File: config.mk
export PLATFORM = sky130hd
export DESIGN_NAME = arp_receive_cache_engine
export DESIGN_NICKNAME = d
export VERILOG_FILES = /design/src/rtl/arp_rce_pkg.sv /design/src/rtl/arp_rce_ram.sv /design/src/rtl/arp_receive_cache_engine.sv
export VERILOG_INCLUDE_DIRS = /design/src /design/src/rtl
export SDC_FILE = /design/constraint.sdc
export NUM_CORES = 1
export LEC_CHECK = 0
export ABC_CLOCK_PERIOD_IN_PS = 17400
export BUFFER_PORTS_ARGS = -buffer_cell sky130_fd_sc_hd__buf_2
export CORE_MARGIN = 2
export CORE_UTILIZATION = 60
export CTS_BUF_LIST = sky130_fd_sc_hd__clkbuf_16
export DETAILED_ROUTE_END_ITERATION = 16
export GPL_TIMING_DRIVEN = 0
export PLACE_DENSITY = 0.79
export SLEW_MARGIN = 20
export SYNTH_ARGS = -nofsm -noshare
export SYNTH_HDL_FRONTEND = slang
export SYNTH_HIERARCHICAL = 1
export SYNTH_SLANG_ARGS = --single-unit
File: constraint.sdc
create_clock -name clock -period 17.4 [get_ports clock]
set_input_delay 0.87 -clock clock [delete_from_list [all_inputs] [get_ports clock]]
set_output_delay 0.87 -clock clock [all_outputs]
set_load 0.005 [all_outputs]
File: src/rtl/arp_receive_cache_engine_macros.svh
// Assertion macros shared by the cache engine RTL.
`ifndef ARP_RECEIVE_CACHE_ENGINE_MACROS_SVH
`define ARP_RECEIVE_CACHE_ENGINE_MACROS_SVH

// Same-cycle implication, checked on every rising clock edge outside reset.
`define ARP_RCE_ASSERT_NOW(label, ante, cons) \
   label: assert property (@(posedge clock) disable iff (reset) (ante) |-> (cons)) \
      else $error("arp cache engine check failed");

// Next-cycle implication, checked on every rising clock edge outside reset.
`define ARP_RCE_ASSERT_NEXT(label, ante, cons) \
   label: assert property (@(posedge clock) disable iff (reset) (ante) |=> (cons)) \
      else $error("arp cache engine check failed");

`endif

File: src/rtl/arp_rce_pkg.sv
package arp_rce_pkg;

   // Cache geometry.
   localparam int CACHE_ENTRIES = 16;
   localparam int IDX_W         = $clog2(CACHE_ENTRIES);

   // Field widths.
   localparam int IP_W    = 32;
   localparam int MAC_W   = 48;
   localparam int ENTRY_W = IP_W + MAC_W;
   localparam int CSR_W   = 48;

   // Protocol constants.
   localparam logic [15:0] HTYPE_ETHERNET = 16'h0001;
   localparam logic [7:0]  HLEN_ETHERNET  = 8'd6;
   localparam logic [15:0] PTYPE_IPV4     = 16'h0800;
   localparam logic [15:0] OPCODE_REQUEST = 16'h0001;
   localparam logic [15:0] OPCODE_REPLY   = 16'h0002;

   // Configuration register indexes.
   typedef enum logic {
      CSR_OWN_IP  = 1'b0,
      CSR_OWN_MAC = 1'b1
   } csr_index_type;

   // Result status codes.
   typedef enum logic [1:0] {
      STATUS_FOR_US     = 2'd0,
      STATUS_NOT_FOR_US = 2'd1,
      STATUS_BAD_HW     = 2'd2,
      STATUS_BAD_PROTO  = 2'd3
   } status_type;

   // Sequencer states.
   typedef enum logic [2:0] {
      ST_IDLE,
      ST_SCAN,
      ST_DRAIN,
      ST_WRITE,
      ST_FINISH
   } state_type;

   // Control strobes decoded from the sequencer state.
   typedef struct packed {
      logic req_ready;
      logic scan;
      logic compare;
      logic write;
      logic finish;
   } ctl_type;

endpackage

File: src/rtl/arp_rce_ram.sv
module arp_rce_ram #(
   parameter int WIDTH = 8,
   parameter int DEPTH = 16,
   localparam int ADDR_W = (DEPTH > 1) ? $clog2(DEPTH) : 1
) (
   input  logic              clock,
   input  logic              we,
   input  logic [ADDR_W-1:0] waddr,
   input  logic [WIDTH-1:0]  wdata,
   input  logic [ADDR_W-1:0] raddr,
   output logic [WIDTH-1:0]  rdata
);

   logic [WIDTH-1:0] mem_ff [DEPTH];
   logic [WIDTH-1:0] rdata_ff;

   // Single write port and a registered read port.
   always_ff @(posedge clock) begin
      if (we) begin
         mem_ff[waddr] <= wdata;
      end
      rdata_ff <= mem_ff[raddr];
   end

   assign rdata = rdata_ff;

endmodule

File: src/rtl/arp_receive_cache_engine.sv
// ARP receive engine with an IPv4-to-Ethernet address cache.
// The req_ channel carries one decoded ARP packet per transfer; the rsp_
// channel returns exactly one result per packet, in order. Both channels use
// valid/ready. The csr_ port writes own_ip (index 0) and own_mac (index 1)
// with csr_we, and should only be used while no packet is in flight.
// A well-formed packet walks the whole cache memory, one entry per cycle over
// the single read port, then passes through the drain state for the last
// compare and the write state for the write-back; the result is then loaded
// into the output register, and the next request can be taken in the cycle
// after the result is loaded. Packets with a bad hardware or protocol field
// skip the walk and go straight to the write-back.
// The result sits in an output register, so a stalled receiver holds only
// that register: the next packet is accepted and processed, and it waits in
// the final state until the output register is taken.
// Reset clears all entry valid bits, the insert pointer and both address
// registers at once; no clearing pass is needed.
`include "arp_receive_cache_engine_macros.svh"

module arp_receive_cache_engine
   import arp_rce_pkg::*;
(
   input  logic             clock,
   input  logic             reset,

   input  logic             csr_we,
   input  logic             csr_index,
   input  logic [CSR_W-1:0] csr_wdata,

   input  logic             req_valid,
   output logic             req_ready,
   input  logic [15:0]      req_hw_type,
   input  logic [7:0]       req_hw_len,
   input  logic [15:0]      req_proto_type,
   input  logic [15:0]      req_arp_op,
   input  logic [MAC_W-1:0] req_sender_mac,
   input  logic [IP_W-1:0]  req_sender_ip,
   input  logic [IP_W-1:0]  req_target_ip,

   output logic             rsp_valid,
   input  logic             rsp_ready,
   output logic [1:0]       rsp_status,
   output logic             rsp_entry_updated,
   output logic             rsp_entry_inserted,
   output logic             rsp_entry_evicted,
   output logic             rsp_reply_valid,
   output logic [IP_W-1:0]  rsp_reply_target_ip,
   output logic [MAC_W-1:0] rsp_reply_target_mac
);

   localparam logic [IDX_W-1:0] LAST_IDX = IDX_W'(CACHE_ENTRIES - 1);

   // Sequencer and control.
   state_type state_ff, state_in;
   ctl_type   ctl;

   // Configuration registers.
   logic [IP_W-1:0]  own_ip_ff;
   logic [MAC_W-1:0] own_mac_ff;

   // Captured packet.
   logic             hw_ok_ff;
   logic             proto_ok_ff;
   logic             is_request_ff;
   logic [MAC_W-1:0] sender_mac_ff;
   logic [IP_W-1:0]  sender_ip_ff;
   logic [IP_W-1:0]  target_ip_ff;

   // Cache state held in flip-flops.
   logic [CACHE_ENTRIES-1:0] valid_ff;
   logic [IDX_W-1:0]         insert_ptr_ff;

   // Scan bookkeeping.
   logic [IDX_W-1:0] scan_addr_ff;
   logic [IDX_W-1:0] rd_idx_ff;
   logic             rd_pend_ff;
   logic             found_ff;
   logic [IDX_W-1:0] slot_ff;

   // Memory port signals.
   logic               ram_we;
   logic [IDX_W-1:0]   ram_waddr;
   logic [ENTRY_W-1:0] ram_wdata;
   logic [ENTRY_W-1:0] ram_rdata;
   logic [IP_W-1:0]    rd_ip;
   logic               hit;

   // Write-back decisions.
   logic       pkt_ok;
   logic       target_match;
   logic       do_insert;
   logic       load_out;
   status_type status_in;

   // Result registers.
   logic             rsp_valid_ff;
   logic [1:0]       res_status_ff;
   logic             res_updated_ff;
   logic             res_inserted_ff;
   logic             res_evicted_ff;
   logic             res_reply_ff;
   logic [IP_W-1:0]  res_ip_ff;
   logic [MAC_W-1:0] res_mac_ff;
   logic [1:0]       out_status_ff;
   logic             out_updated_ff;
   logic             out_inserted_ff;
   logic             out_evicted_ff;
   logic             out_reply_ff;
   logic [IP_W-1:0]  out_ip_ff;
   logic [MAC_W-1:0] out_mac_ff;

   // Entry memory: sender MAC above sender IP.
   arp_rce_ram #(
      .WIDTH (ENTRY_W),
      .DEPTH (CACHE_ENTRIES)
   ) u_entry_ram (
      .clock (clock),
      .we    (ram_we),
      .waddr (ram_waddr),
      .wdata (ram_wdata),
      .raddr (scan_addr_ff),
      .rdata (ram_rdata)
   );

   assign rd_ip = ram_rdata[IP_W-1:0];
   assign hit   = ctl.compare && rd_pend_ff && valid_ff[rd_idx_ff] && (rd_ip == sender_ip_ff);

   // Header checks on the incoming packet.
   logic req_hw_ok;
   logic req_proto_ok;
   assign req_hw_ok    = (req_hw_type == HTYPE_ETHERNET) && (req_hw_len == HLEN_ETHERNET);
   assign req_proto_ok = (req_proto_type == PTYPE_IPV4);

   // Next-state logic.
   always_comb begin
      state_in = state_ff;
      unique case (state_ff)
         ST_IDLE: begin
            if (req_valid) begin
               state_in = (req_hw_ok && req_proto_ok) ? ST_SCAN : ST_WRITE;
            end
         end
         ST_SCAN: begin
            if (scan_addr_ff == LAST_IDX) begin
               state_in = ST_DRAIN;
            end
         end
         ST_DRAIN: begin
            state_in = ST_WRITE;
         end
         ST_WRITE: begin
            state_in = ST_FINISH;
         end
         ST_FINISH: begin
            if (!rsp_valid_ff || rsp_ready) begin
               state_in = ST_IDLE;
            end
         end
         default: begin
            state_in = ST_IDLE;
         end
      endcase
   end

   // Control decode.
   always_comb begin
      ctl = '0;
      unique case (state_ff)
         ST_IDLE: begin
            ctl.req_ready = 1'b1;
         end
         ST_SCAN: begin
            ctl.scan    = 1'b1;
            ctl.compare = 1'b1;
         end
         ST_DRAIN: begin
            ctl.compare = 1'b1;
         end
         ST_WRITE: begin
            ctl.write = 1'b1;
         end
         ST_FINISH: begin
            ctl.finish = 1'b1;
         end
         default: begin
            ctl = '0;
         end
      endcase
   end

   assign req_ready = ctl.req_ready;

   // Write-back decision for the captured packet.
   assign pkt_ok       = hw_ok_ff && proto_ok_ff;
   assign target_match = (target_ip_ff == own_ip_ff);
   assign do_insert    = pkt_ok && target_match && !found_ff;
   assign ram_we       = ctl.write && pkt_ok && (found_ff || target_match);
   assign ram_waddr    = found_ff ? slot_ff : insert_ptr_ff;
   assign ram_wdata    = {sender_mac_ff, sender_ip_ff};
   assign load_out     = ctl.finish && (!rsp_valid_ff || rsp_ready);

   always_comb begin
      if (!hw_ok_ff) begin
         status_in = STATUS_BAD_HW;
      end else if (!proto_ok_ff) begin
         status_in = STATUS_BAD_PROTO;
      end else if (target_match) begin
         status_in = STATUS_FOR_US;
      end else begin
         status_in = STATUS_NOT_FOR_US;
      end
   end

   // Control registers.
   always_ff @(posedge clock) begin
      if (reset) begin
         state_ff      <= ST_IDLE;
         own_ip_ff     <= '0;
         own_mac_ff    <= '0;
         valid_ff      <= '0;
         insert_ptr_ff <= '0;
         scan_addr_ff  <= '0;
         rd_pend_ff    <= 1'b0;
         found_ff      <= 1'b0;
         rsp_valid_ff  <= 1'b0;
      end else begin
         state_ff   <= state_in;
         rd_pend_ff <= ctl.scan;

         // Configuration writes.
         if (csr_we) begin
            unique case (csr_index_type'(csr_index))
               CSR_OWN_IP:  own_ip_ff  <= csr_wdata[IP_W-1:0];
               CSR_OWN_MAC: own_mac_ff <= csr_wdata[MAC_W-1:0];
               default:     own_ip_ff  <= own_ip_ff;
            endcase
         end

         // Scan address walks the memory once per well-formed packet.
         if (ctl.req_ready && req_valid) begin
            scan_addr_ff <= '0;
            found_ff     <= 1'b0;
         end else begin
            if (ctl.scan) begin
               scan_addr_ff <= (scan_addr_ff == LAST_IDX) ? '0 : scan_addr_ff + 1'b1;
            end
            if (hit) begin
               found_ff <= 1'b1;
            end
         end

         // New entry goes into the round-robin slot.
         if (ctl.write && do_insert) begin
            valid_ff[insert_ptr_ff] <= 1'b1;
            insert_ptr_ff <= (insert_ptr_ff == LAST_IDX) ? '0 : insert_ptr_ff + 1'b1;
         end

         // Output register handshake.
         if (load_out) begin
            rsp_valid_ff <= 1'b1;
         end else if (rsp_ready) begin
            rsp_valid_ff <= 1'b0;
         end
      end
   end

   // Payload registers.
   always_ff @(posedge clock) begin
      if (ctl.req_ready && req_valid) begin
         hw_ok_ff      <= req_hw_ok;
         proto_ok_ff   <= req_proto_ok;
         is_request_ff <= (req_arp_op == OPCODE_REQUEST);
         sender_mac_ff <= req_sender_mac;
         sender_ip_ff  <= req_sender_ip;
         target_ip_ff  <= req_target_ip;
      end

      rd_idx_ff <= scan_addr_ff;

      // Keep the lowest matching slot.
      if (hit && !found_ff) begin
         slot_ff <= rd_idx_ff;
      end

      // Result of the write-back.
      if (ctl.write) begin
         res_status_ff   <= status_in;
         res_updated_ff  <= pkt_ok && found_ff;
         res_inserted_ff <= do_insert;
         res_evicted_ff  <= do_insert && valid_ff[insert_ptr_ff];
         res_reply_ff    <= pkt_ok && target_match && is_request_ff;
         res_ip_ff       <= (pkt_ok && target_match && is_request_ff) ? sender_ip_ff : '0;
         res_mac_ff      <= (pkt_ok && target_match && is_request_ff) ? sender_mac_ff : '0;
      end

      if (load_out) begin
         out_status_ff   <= res_status_ff;
         out_updated_ff  <= res_updated_ff;
         out_inserted_ff <= res_inserted_ff;
         out_evicted_ff  <= res_evicted_ff;
         out_reply_ff    <= res_reply_ff;
         out_ip_ff       <= res_ip_ff;
         out_mac_ff      <= res_mac_ff;
      end
   end

   // The own MAC does not leave this block; here it only feeds own_mac_set, which
   // the reply check below uses to test whether a source address is set.
   logic own_mac_set;
   assign own_mac_set = |own_mac_ff;

   assign rsp_valid            = rsp_valid_ff;
   assign rsp_status           = out_status_ff;
   assign rsp_entry_updated    = out_updated_ff;
   assign rsp_entry_inserted   = out_inserted_ff;
   assign rsp_entry_evicted    = out_evicted_ff;
   assign rsp_reply_valid      = out_reply_ff;
   assign rsp_reply_target_ip  = out_ip_ff;
   assign rsp_reply_target_mac = out_mac_ff;

   // Consistency checks.
   `ARP_RCE_ASSERT_NEXT(a_busy_after_accept, req_valid && req_ready, !req_ready)
   `ARP_RCE_ASSERT_NOW(a_update_xor_insert, rsp_valid, !(rsp_entry_updated && rsp_entry_inserted))
   `ARP_RCE_ASSERT_NOW(a_evict_needs_insert, rsp_valid && rsp_entry_evicted, rsp_entry_inserted)
   `ARP_RCE_ASSERT_NOW(a_reply_only_for_us, rsp_valid && rsp_reply_valid,
                       rsp_status == STATUS_FOR_US || (own_mac_set && rsp_status == STATUS_FOR_US))

endmodule
# Yosys cells after proc, flatten, opt, wreduce, memory -nomap -nowiden
# Memories as Yosys holds them, arrays and structs flattened. A register that Yosys moved wholly into a read port is not among the register bits.
# Cells that the tools add are included.
# W data, S select, Z words.
# word_totals
out_inout_bits	88
mem_bits_rw	1280
in_bits	222
regBits	357
wordCells	108
n_memories	1
# classes
eq_ne	15
n_bitwise	2
n_lt_le_gt_ge	3
n_reduce_logical	29
n_addsub	2
muxes	25
# memory_table
memory	depth	word_bits	rd	rd_clocked_by_memory_dff	wr	line_no	source
u_entry_ram.mem_ff	16	80	1	1	1	arp_rce_ram.sv:14	logic [WIDTH-1:0] mem_ff [DEPTH];
# op_table
op	n
$eq A32 B32 Y1	2
$eq A16 B1 Y1 const B	2
$logic_and A1 B1 Y1	18
$eq A16 B12 Y1 const B	1
$or A16 B16 Y16	1
$pmux W3 S5	1
$mux W1	14
$mux W4	3
$lt A4 B5 Y1 const B	2
$mux W3	3
$add A4 B1 Y4 const B	2
$bmux W1 S4	2
$eq A4 B4 Y1 const B	2
$eq A8 B3 Y1 const B	1
$eq A3 B2 Y1 const B	2
$ne A2 B2 Y1 const B	3
$demux W1 S4	1
$ge A4 B1 Y1 const B	1
$reduce_and A2 Y1	2
$reduce_or A2 Y1	2
$eq A3 B1 Y1 const B	1
$eq A3 B3 Y1 const B	1
$logic_not A3 Y1	1
$reduce_and A3 Y1	1
other kinds (5)	7

# Depth between registers and ports, before layout
# Gate-level depths: netlist of run 1.
# depth
word_depth	7
ltp_mapped	7

# Modules after synthesis
# The synthesis of run 1 kept the hierarchy.
# modules_own_cells
module	cells_per_inst	n_inst	area_per_inst_um2
arp_rce_ram	2054	1	49422.4
arp_receive_cache_engine	808	1	12987.5

# Least setup slack after synthesis of run 1
# OpenSTA, ideal clock, no wires.
# synth_path
kind	reg2reg
from	register target_ip_ff[25]
to	memory u_entry_ram/mem_ff[0][0] (netlist bit), enable pin
slack_ns	9.261
stages_incl_launch_ff	8
path_buffers	0
t_arrival_ns	7.523
required_time_ns	16.784
path_cell_list	edfxtp_1 > xnor2_1 > nand4_1 > nor4_4 > nand2_1 > a211oi_1 > or3b_2 > nor3_1
# synth_between
elab_chain_len	5
# synth_rtl
item	line_no	source
start, declared	arp_receive_cache_engine.sv:66	logic [IP_W-1:0] target_ip_ff;
start signal, assigned	arp_receive_cache_engine.sv:274	target_ip_ff <= req_target_ip;
$eq A32 B32 Y1	arp_receive_cache_engine.sv:194	assign target_match = (target_ip_ff == own_ip_ff);
$logic_or A1 B1 Y1	arp_receive_cache_engine.sv:196	assign ram_we = ctl.write && pkt_ok && (found_ff || target_match);
$logic_and A1 B1 Y1	arp_receive_cache_engine.sv:196	
via ram_we	arp_receive_cache_engine.sv:80	logic ram_we;
$mux W1	arp_rce_ram.sv:19	if (we) begin
$mux W1 (not written as such)	arp_rce_ram.sv:20	mem_ff[waddr] <= wdata;
end, declared	arp_rce_ram.sv:14	
# The timed path passes the listed nets, and every way through them passes these cells.

# Final worst setup path of run 1
# layout_path
from	register target_ip_ff[11]
to	memory u_entry_ram/mem_ff[12][23] (netlist bit), enable pin
# Same word-level chain as after synthesis.

==> impl_metrics.json, run 1 <==
{
  "rsz0062_at_grt": "false",
  "required_ns": 17.71,
  "worst_pin_slew_ns": 1.06,
  "design_area_um2": 38900,
  "track_usage_pct": 25.7,
  "finalPower_mw": 4.54,
  "outcome": "completed",
  "cts_tree": "built",
  "period_minus_slack_ns": 4.07,
  "hold-worst-slack_ns": 0.407,
  "antenna_found_initial": 4,
  "hold_class": "in2reg",
  "clk_latency_ns": 0.64,
  "syn_area_per_cell_um2": 19.8,
  "die_area_um2": 56800,
  "ant_nets": 0,
  "finalNonFillerCells": 2854,
  "clk_pin_slew_ns": 0.06,
  "syn_area_um2": 32900,
  "cp.arrival_ns": 4.38,
  "leakagePower_nw": 13.1,
  "synthToLayoutAreaGrowth_pct": 18.1,
  "grt_pass1_vias": 17800,
  "num_rows": 85,
  "drive_gt1_share_pct": 30.2,
  "dp_slack_ns": 13.42,
  "dp_hpwl_um": 46600,
  "dp.cells": 2689,
  "dr.first_iter.drc_count": 1691,
  "dr.pass1.iters": 5,
  "globalplace.congestion": 0.848,
  "yosysWarnings": 6,
  "crit_type": "reg2reg",
  "fmax_mhz": 246,
  "critPathLaunchType": "flop",
  "die_y_um": 238,
  "ctsResizeCount": 0,
  "cap_violations": 0,
  "grt_overflow": 0,
  "syn-num-nets": 1889,
  "drc": 0,
  "detail_route.wl_per_cell_um": 25.3,
  "postRouteWirelength_um": 72100,
  "io_pins": 310,
  "clock_path_buffers": 3,
  "syn_inst": 1662,
  "viasPerCell": 6.01,
  "cts_max_level": 3,
  "grt_max_degree": 67,
  "nets": 2310,
  "clock-sinks": 901,
  "post-route-period-util_pct": 23.4,
  "core_um2": 54000,
  "r2r_slack_ns": 13.33,
  "cts_buffers": 88,
  "die_w_um": 238,
  "end_kind": "flop",
  "postLayoutCoreUtil_pct": 72.0,
  "cts-root-buf": "clkbuf_16",
  "cts_setup_buffers": 0,
  "fin_ws_ns": 13.33,
  "cts_hold_buf": 0,
  "port_buffers": 293,
  "placed_area_um2": 36100,
  "finClkSkew_ns": 0.0352,
  "setup_viol": 0,
  "max-slew-margin-rel_pct": 29.6,
  "start_util_pct": 60.9,
  "via_count": 17200,
  "path_max_fanout": 8,
  "vdd_drop_max_uv": 83.7,
  "powerDensity_nw_per_um2": 117,
  "finalMaxSlewViolations": 0,
  "grt_pass1_wl_um": 106000,
  "final.setup.tns_ns": 0,
  "hold_violations": 0
}
routing by layer:
metal  track usage [%]  wire (µm)  vias to the layer above  part of all wire, %
li1                  -          -                     7416                    -
met3              5.53       5550                      180                  7.7
met1              31.8      26200                     8703                   36
met5                 0         11                        -                0.015
met4              9.83       2650                        2                  3.7
met2              44.8      37700                      863                   52
state kept, by name, indices dropped and copies added, names as in the netlist, 16 cells and up:
| signal | flops |
|---|---|
| sender_mac_ff | 48 |
| u_entry_ram/rdata | 32 |
| sender_ip_ff | 32 |
| u_entry_ram/mem_ff | 512 |
| valid_ff | 16 |
| own_ip_ff | 32 |
| rsp_reply_target_ip | 32 |
| res_mac_ff | 48 |
| res_ip_ff | 32 |
| target_ip_ff | 32 |
| rsp_reply_target_mac | 48 |
final timing paths:
| path | from | endpoint | depth (start not counted) |
|---|---|---|---|
| worst max-delay path | target_ip_ff[11] | u_entry_ram/mem_ff[12][23] | 10 |
| worst min-delay path | req_target_ip[18] | target_ip_ff[18] | 1 |
| worst max register to register | target_ip_ff[11] | u_entry_ram/mem_ff[12][23] | 10 |
| worst min register to register | res_mac_ff[23] | rsp_reply_target_mac[23] | 0 |
power breakdown:
part | internal, mW | switching (mW) | total, mW
sequential | 2.43 | 0.0517 | 2.48
combinational | 0.107 | 0.121 | 0.227
clock | 1.06 | 0.774 | 1.83
total | 3.59 | 0.946 | 4.54
final cells by class:
cell class              instances  area, µm²
flip-flops and latches        901      26100
fillers                      3135      15100
multi-input cells             656       6470
clock buffers                  92       2300
repair buffers                331       2160
well taps                     696        871
clock inverters                71        500
plain buffers                  88        440
inverters                      17       68.8
diodes                          2       5.00
critical path, cell delays in order, from the launching register on:
cell	delay (ns)
edfxtp_1	0.39
xnor2_1	0.21
nand4_1	0.17
nor4_4	0.53
nand2_1	0.18
a211oi_1	0.47
nand3_1	0.40
nor3_2	0.66
buf_4	0.33
buf_6	0.17
buf_4	0.21
placed cells by master (no fill, tap or decap), types with 14 or more instances in the layout:
master / count
buf_2: 311
clkbuf_1: 38
edfxtp_1: 803
mux4_2: 137
a21oi_1: 40
inv_1: 45
xnor2_1: 63
nand2b_1: 15
nor2_1: 14
buf_4: 16
buf_16: 18
clkbuf_16: 92
buf_1: 14
clkinv_1: 17
a22oi_1: 64
and2_1: 82
dfxtp_1: 98
nand2_1: 110
nand4_1: 20
(Power assumes the default switching activity.)
==> run 2, diff against run 1 <==
--- a/config.mk
+++ b/config.mk
@@ -6,7 +6,7 @@
 export SDC_FILE = /design/constraint.sdc
 export NUM_CORES = 1
 export LEC_CHECK = 0
-export ABC_CLOCK_PERIOD_IN_PS = 17400
+export ABC_CLOCK_PERIOD_IN_PS = 3950
 export BUFFER_PORTS_ARGS = -buffer_cell sky130_fd_sc_hd__buf_2
 export CORE_MARGIN = 2
 export CORE_UTILIZATION = 60
==> constraint.sdc (replaced) <==
create_clock -name clock -period 3.95 [get_ports clock]
set_input_delay 0.1975 -clock clock [delete_from_list [all_inputs] [get_ports clock]]
set_output_delay 0.1975 -clock clock [all_outputs]
set_load 0.005 [all_outputs]
==> run 2 against run 1 <==
  * Sequential cell count is the same
  * Via count grew 7.9%
  * First-iteration DRC count grew 18%
  * Fmax grew 11%
  * Utilization grew 3.7 points
  * Sequential power grew to 4.4 times the previous value
  * Sequential share of layout area shrank 3.3 points
  * Die area is the same
  * Wire length grew 9.7%
  * Count of clock-buffer cells in the layout grew 1
  * Clock power grew to 4.5 times the previous value
  * Cell count grew 6.1%
==> impl_metrics.json, run 2 (synthesized netlist as in run 1, its figures left out) <==
{
  "dr.first_iter.drc_count": 2001,
  "cp.buffers_inverters": 1,
  "finalMaxSlewViolations": 0,
  "drc": 0,
  "setup_viol": 0,
  "grt_overflow": 0,
  "outcome": "completed",
  "critPathLaunchType": "flop",
  "worst_pin_slew_ns": 1.07,
  "postRouteWirelength_um": 79100,
  "clock_path_buffers": 3,
  "mostFrequentLayoutCells": "803 x edfxtp_1, 311 x buf_2, 156 x dlygate4sd3_1",
  "final_common_cell": "edfxtp_1",
  "end_kind": "flop",
  "period_minus_slack_ns": 3.67,
  "leakagePower_nw": 13.9,
  "vdd_drop_max_uv": 374,
  "path_delay_family": "simple AND/OR/NAND/NOR gates",
  "ant_nets": 0,
  "fmax_mhz": 272,
  "max-slew-margin-rel_pct": 28.5,
  "cts_tree": "built",
  "slowest_stage": "or3b_2",
  "port_buffers": 293,
  "wl_met3_um": 6560,
  "die_y_um": 238,
  "track_usage_pct": 27.9,
  "dr.pass1.iters": 8,
  "largest_reg_flops": 512,
  "synthToLayoutAreaGrowth_pct": 24.2,
  "route.met2.wl_um": 41100,
  "grt_pass1_wl_um": 116000,
  "crit_chain": "xnor2_1, nand4_1, nor4_2, nand2_1, a211oi_2, or3b_2, nor2_4, buf_16",
  "globalplace.congestion": 0.820,
  "via_count": 18500,
  "clk_latency_ns": 0.64,
  "powerDensity_nw_per_um2": 497,
  "dp_hpwl_um": 45600,
  "grt_pass1_vias": 19200,
  "met1_length_um": 28100,
  "antenna_found_initial": 4,
  "fin_ws_ns": 0.275,
  "drive_gt1_share_pct": 29.1,
  "rsz0062_at_grt": "false",
  "finClkSkew_ns": 0.0353,
  "dp_slack_ns": 0.107,
  "num_rows": 85,
  "top_register": "u_entry_ram/mem_ff",
  "path_max_fanout": 11,
  "slowest_delay_ns": 0.63,
  "highest_layer": "met4",
  "viasPerCell": 6.11,
  "cts_max_level": 3,
  "cts_buffers": 88,
  "start_util_pct": 60.9,
  "clock-sinks": 901,
  "cp.arrival_ns": 4.01,
  "crit_type": "reg2reg",
  "die_area_um2": 56800,
  "cap_violations": 0,
  "postLayoutCoreUtil_pct": 75.7,
  "post-route-period-util_pct": 93.0,
  "placed_area_um2": 36200,
  "nets": 2487,
  "cts-root-buf": "clkbuf_16",
  "hold_violations": 0,
  "hold_class": "in2reg",
  "die_w_um": 238,
  "clk_pin_slew_ns": 0.06,
  "detail_route.wl_per_cell_um": 26.1,
  "required_ns": 4.28,
  "grt_max_degree": 72,
  "io_pins": 310,
  "core_um2": 54000,
  "design_area_um2": 40900
}
==> run 2: changes by cell type in the layout (fill, tap and decap cells not counted), sizes merged <==
cell	delta
clkinv	-2
clkbuf	+1
dlygate4sd3	+156
diode	+1
bufinv	+1
inv	-4
buf	+21
clkinvlp	+1
==> run 2: final cells by class <==
class | count | area (µm²)
Antenna cell | 3 | 7.51
Buffer | 88 | 440
Clock buffer | 93 | 2330
Clock inverter | 67 | 513
Fill cell | 2784 | 13100
Inverter | 17 | 68.8
Multi-Input combinational cell | 656 | 6500
Sequential cell | 901 | 26100
Tap cell | 696 | 871
Timing Repair Buffer | 508 | 4080
==> run 2: layer usage <==
metal | track usage, % | up-vias
li1 | - | 7772
met4 | 11.1 | 0
met2 | 48.7 | 1110
met5 | 0 | -
met1 | 35.1 | 9402
met3 | 4.93 | 232
==> run 2: worst paths after layout <==
kind,start,endpoint,cells after the start,slack [ns]
max,target_ip_ff[30],u_entry_ram/mem_ff[3][22],8,0.28
min reg2reg,res_ip_ff[4],rsp_reply_target_ip[4],0,0.41
min,req_proto_type[14],proto_ok_ff,3,0.06
max reg2reg,target_ip_ff[30],u_entry_ram/mem_ff[3][22],8,0.28
==> run 2: through the flow <==
stage                     hold WS (ns)  cells  TNS [ns]  total power, mW
final                           0.0577   3029         0             20.3
after global routing            0.0444   3029         0             20.9
after global placement           0.373   2651   -775.48             12.1
after floorplan                  0.296   1662         0             11.7
after CTS                      0.00851   2999         0             20.4
after detailed placement         0.376   2682         0             12.1
==> run 2: worst reg2reg max path, stage by stage, from the launching register on <==
cell and delay [ns]:
edfxtp_1 0.40, xnor2_1 0.24, nand4_1 0.23, nor4_2 0.51
nand2_1 0.21, a211oi_2 0.41, or3b_2 0.63, nor2_4 0.51
buf_16 0.25
==> run 2: where the power goes <==
group          total (mW)  internal, mW  switching (mW)  leakage (nW)
logic                1.14         0.568           0.576          4.28
registers            10.9          10.7           0.239          8.17
clock network        8.25          4.76            3.48          1.49
==> run 2: repair_timing <==
item                                    4_1_cts  5_1_grt
endpoints found under the setup margin       12      370
buffers inserted                              1       27
pin swaps                                     1       12
gates cloned                                  0        0
hold endpoints to repair                    151        0
hold buffers                                156        0
gates resized for setup                       0        1
